<file path="src/hdl/mtfq_pkg.sv">
// types and constants shared by the move-to-front round-robin queue
// no dependencies
`default_nettype none

package mtfq_pkg;

   localparam int ID_W = 30;

   typedef enum logic [1:0] {
      ACT_NEXT     = 2'd0,
      ACT_EXPEDITE = 2'd1,
      ACT_RESTART  = 2'd2
   } action_type;

   // command broadcast to every cell of the chain
   typedef struct packed {
      logic            rotate;
      logic            expedite;
      logic            restart;
      logic [ID_W-1:0] id;
   } cell_ctrl_type;

endpackage

`default_nettype wire

</file>
<file path="src/hdl/mtfq_cell.sv">
// one queue slot: holds an entry and takes from its left or right neighbor, the front entry or its sequence number
// depends on mtfq_pkg
`default_nettype none

module mtfq_cell #(
   parameter int INDEX = 0,
   parameter int CNT_W = 7
) (
   input  wire                         clock,
   input  mtfq_pkg::cell_ctrl_type     ctrl,
   input  wire [CNT_W-1:0]             count,
   input  wire [mtfq_pkg::ID_W-1:0]    left_entry,
   input  wire [mtfq_pkg::ID_W-1:0]    right_entry,
   input  wire [mtfq_pkg::ID_W-1:0]    front_entry,
   input  wire                         found_in,
   output logic [mtfq_pkg::ID_W-1:0]   entry,
   output logic                        found_out
);
   import mtfq_pkg::*;

   localparam logic [CNT_W-1:0] IDX      = CNT_W'(INDEX);
   localparam logic [CNT_W-1:0] IDX_NEXT = CNT_W'(INDEX + 1);
   localparam logic [ID_W-1:0]  SEQ_ID   = ID_W'(INDEX + 1);

   logic [ID_W-1:0] entry_ff;
   logic [ID_W-1:0] entry_in;

   assign entry     = entry_ff;
   assign found_out = found_in | ((IDX < count) && (entry_ff == ctrl.id));

   always_comb begin
      entry_in = entry_ff;
      priority if (ctrl.restart) begin
         entry_in = SEQ_ID;
      end else if (ctrl.expedite) begin
         // shift right up to the match, or all the way when absent
         if (!found_in) begin
            entry_in = left_entry;
         end
      end else if (ctrl.rotate) begin
         entry_in = (IDX_NEXT == count) ? front_entry : right_entry;
      end
   end

   always_ff @(posedge clock) begin
      entry_ff <= entry_in;
   end

endmodule

`default_nettype wire
</file>
<file path="config.mk">
export PLATFORM = sky130hd
export DESIGN_NAME = mtfq_cell
export DESIGN_NICKNAME = d
export VERILOG_FILES = /design/src/hdl/mtfq_pkg.sv /design/src/hdl/mtfq_cell.sv
export SDC_FILE = /design/constraint.sdc
export NUM_CORES = 1
export LEC_CHECK = 0
export BUFFER_PORTS_ARGS = -buffer_cell sky130_fd_sc_hd__clkbuf_2
export CAP_MARGIN = 20
export CORE_MARGIN = 2
export CORE_UTILIZATION = 40
export CTS_CLUSTER_DIAMETER = 60
export DETAILED_ROUTE_END_ITERATION = 12
export PLACE_DENSITY = 0.91
export SLEW_MARGIN = 40
export SYNTH_ARGS = -nofsm -noshare
export SYNTH_HDL_FRONTEND = slang
export SYNTH_SLANG_ARGS = --single-unit
</file>
<file path="constraint.sdc">
create_clock -name clock -period 1.5 [get_ports clock]
set_clock_uncertainty 0.1 [all_clocks]
set_input_delay 0.15 -clock clock [delete_from_list [all_inputs] [get_ports clock]]
set_output_delay 0.15 -clock clock [all_outputs]
set_load 0.005 [all_outputs]
</file>
==> metrics.txt <==
Reg clk slew, reported paths=60 ps; RSZ-0062 raised after global routing=true; Mapped Avg Cell Area=9.76 sq um; Die Y-Extent=77.1 microns; area of the multi-input gates=1460 sq um; GRT Overall Usage=26.0%; Worst Hold Depth=3; Design Area, Final=3320 sq um; CORE AREA=5140 sq um; max cap viols=0; worst path arrival time=1520 ps; Synth warnings=0; leakage=0.00185 uW; Final WS setup=-272 ps; Longest Clk Path Bufs=2; PwrDens=674 nW/um^2; Final Hold Viols=0; CP Cell Sequence=xor2_2 > nor4_2 > nand4_1 > o21bai_1 > buf_2; Synth Register Bits=30; Min-Delay Endpoint=entry[10]; CP Capture Type=output pin; cts hold-fix bufs=0; VDD IR-drop max=0.566 mV; final wirelength=7470 microns; Die X=77.1 microns; Final Core Density=64.6%; Layout area overhead=55.2%; CTS root buf=clkbuf_8; period utilization=118%; share of cells above drive strength 1=53.1%; CTS H-tree depth=2; FF+latch area=604 sq um; CTS tree=yes; number of buffers created by CTS=5; commonest non-fill, non-tap cell in the layout=clkbuf_2; Mapped Cells=219; fillcell total=444; min Tclk post-route=1770 ps; clk_lat worst skew=270 ps; status=finished with violations; mapped cell area=2140 sq um; initial antenna violation count=0; post-route ant nets=0; starting density of the core=41.6%; pin count of the biggest net entering global routing=31; max FFs per register=30; Clock Sink Count=30; GRT overflow=0; Critical Path Fanout Max=2; total number of vias=2546; Layout Nets=535; router iterations before antenna repair=4; Crit Path Category=reg -> out; reg2reg start=entry[29]; Routed WL per cell=15.8 microns; FF-to-FF End=entry[29]; r2r setup slk=410 ps; vias per cell=5.38; worst endpoint required time=1250 ps; Worst Hold Class=in -> reg; routability cong.=0.814; die area=5950 sq um; first-pass GRT wire length=12500 microns; CP startpoint kind=flip-flop; Largest stage delay, worst path=330 ps; row count=26; most frequent cells in the layout=clkbuf_2 (161), mux2i_1 (58), buf_4 (32); Reg2Reg Depth=3; Hold Startpoint=front_entry[10]; failing checks=negative setup slack; Slew HR=54.0%; Final Max Slew Viols=0; DP Wirelength=5910 microns; final setup fails=1; Initial DRC Count=154; f_max=564 MHz; DRC viols=0; input/output buffers=162; Synthesized Nets=351; vias in the first global route=2665; Diodes inserted=0; Ports=163; Post-DP Area=3190 sq um; post-synth cell types=24; register area share after synthesis=28.1%; worst-margin pin slew=690 ps; Worst path slowest cell=dfxtp_2
-- metrics by stage --
stage | instances | hold WS, ps | worst slack [ps] | TNS [ps] | power, uW
after floorplan | 219 | 242 | 197 | 0 | 1240
after CTS | 473 | 98.5 | -304 | -304 | 2260
final | 473 | 110 | -272 | -272 | 2240
after global routing | 473 | 116 | -418 | -418 | 2380
after global placement | 465 | 355 | -151 | -183 | 1610
after detailed placement | 465 | 375 | -150 | -1540 | 1640
-- layer usage --
metal	share of wire, %	vias to the layer above	track usage [%]	wire [microns]
met5	0	-	0	0
met4	1.3	0	7.68	98
met3	7.7	13	5.88	572
met2	53	122	48.8	3970
met1	38	1194	29.1	2830
li1	-	1217	-	-
-- cells in the mapped netlist, drive strengths merged --
library cell / count / area share, %
inv: 1 / 0.18
dfxtp: 30 / 28
nor2: 1 / 0.18
buf: 9 / 4.0
a21oi: 31 / 7.3
a41o: 1 / 0.47
nor4: 8 / 3.0
o21bai: 1 / 0.35
mux2i: 58 / 27
a211oi: 1 / 0.35
nor2b: 2 / 0.59
nand3: 1 / 0.47
nor3: 1 / 0.23
nand4: 2 / 0.59
clkbuf: 10 / 1.8
a21boi: 1 / 0.35
nand2b: 1 / 0.29
xor2: 30 / 12
a221oi: 29 / 12
o21ai: 1 / 0.23
-- power by group --
group	internal, uW	total, uW	leakage, uW	switching [uW]
combinational	395	733	0.00156	338
clock	319	594	0.0000383	276
sequential	860	909	0.000249	48.6
total	1570	2240	0.00185	662
-- logic make-up (layout without fill, tap and decap cells) --
| family | Yosys count | in the layout | synth area share, % |
|---|---|---|---|
| xor+xnor | 30 | 30 | 12.3 |
| compound gates | 65 | 65 | 21.2 |
| flops | 30 | 30 | 28.1 |
| buf+inv | 20 | 204 | 5.91 |
| simple gates | 16 | 16 | 5.38 |
| mux | 58 | 58 | 27.2 |
-- layout make-up --
cell class | count | area share [%]
sequential | 30 | 18.2
tap | 70 | 2.64
clock buffer | 7 | 2.30
timing repair buffer | 196 | 32.9
inverter | 1 | 0.113
multi-input combinational | 169 | 43.9
-- worst max-delay path by stage --
stage | start | to | slack, ps | cells past startpoint
floorplan | count[1] | entry[10] | 200 | 5
global placement | entry[19] | found_out | -150 | 5
detailed placement | count[1] | entry[29] | -150 | 6
CTS | entry[18] | found_out | -300 | 5
global route | entry[19] | found_out | -420 | 5
finish | entry[19] | found_out | -270 | 5
-- critical path: cells and delay by family (launching register included) --
family,cells,cell delay (ps)
AO/OA/AOI/OAI,1,160
XOR/XNOR,1,160
buffers and inverters,1,130
flip-flops,1,330
AND/OR/NAND/NOR,2,460
-- what timing repair did --
action | 4_1_cts | 5_1_grt
hold endpoints to repair | 0 | 0
gates resized for setup | 7 | 3
buffers inserted | 1 | 0
gates cloned | 0 | 0
pin swaps | 4 | 4
setup endpoints to repair | 1 | 1
No activity file was read; power rests on OpenSTA's default activity.
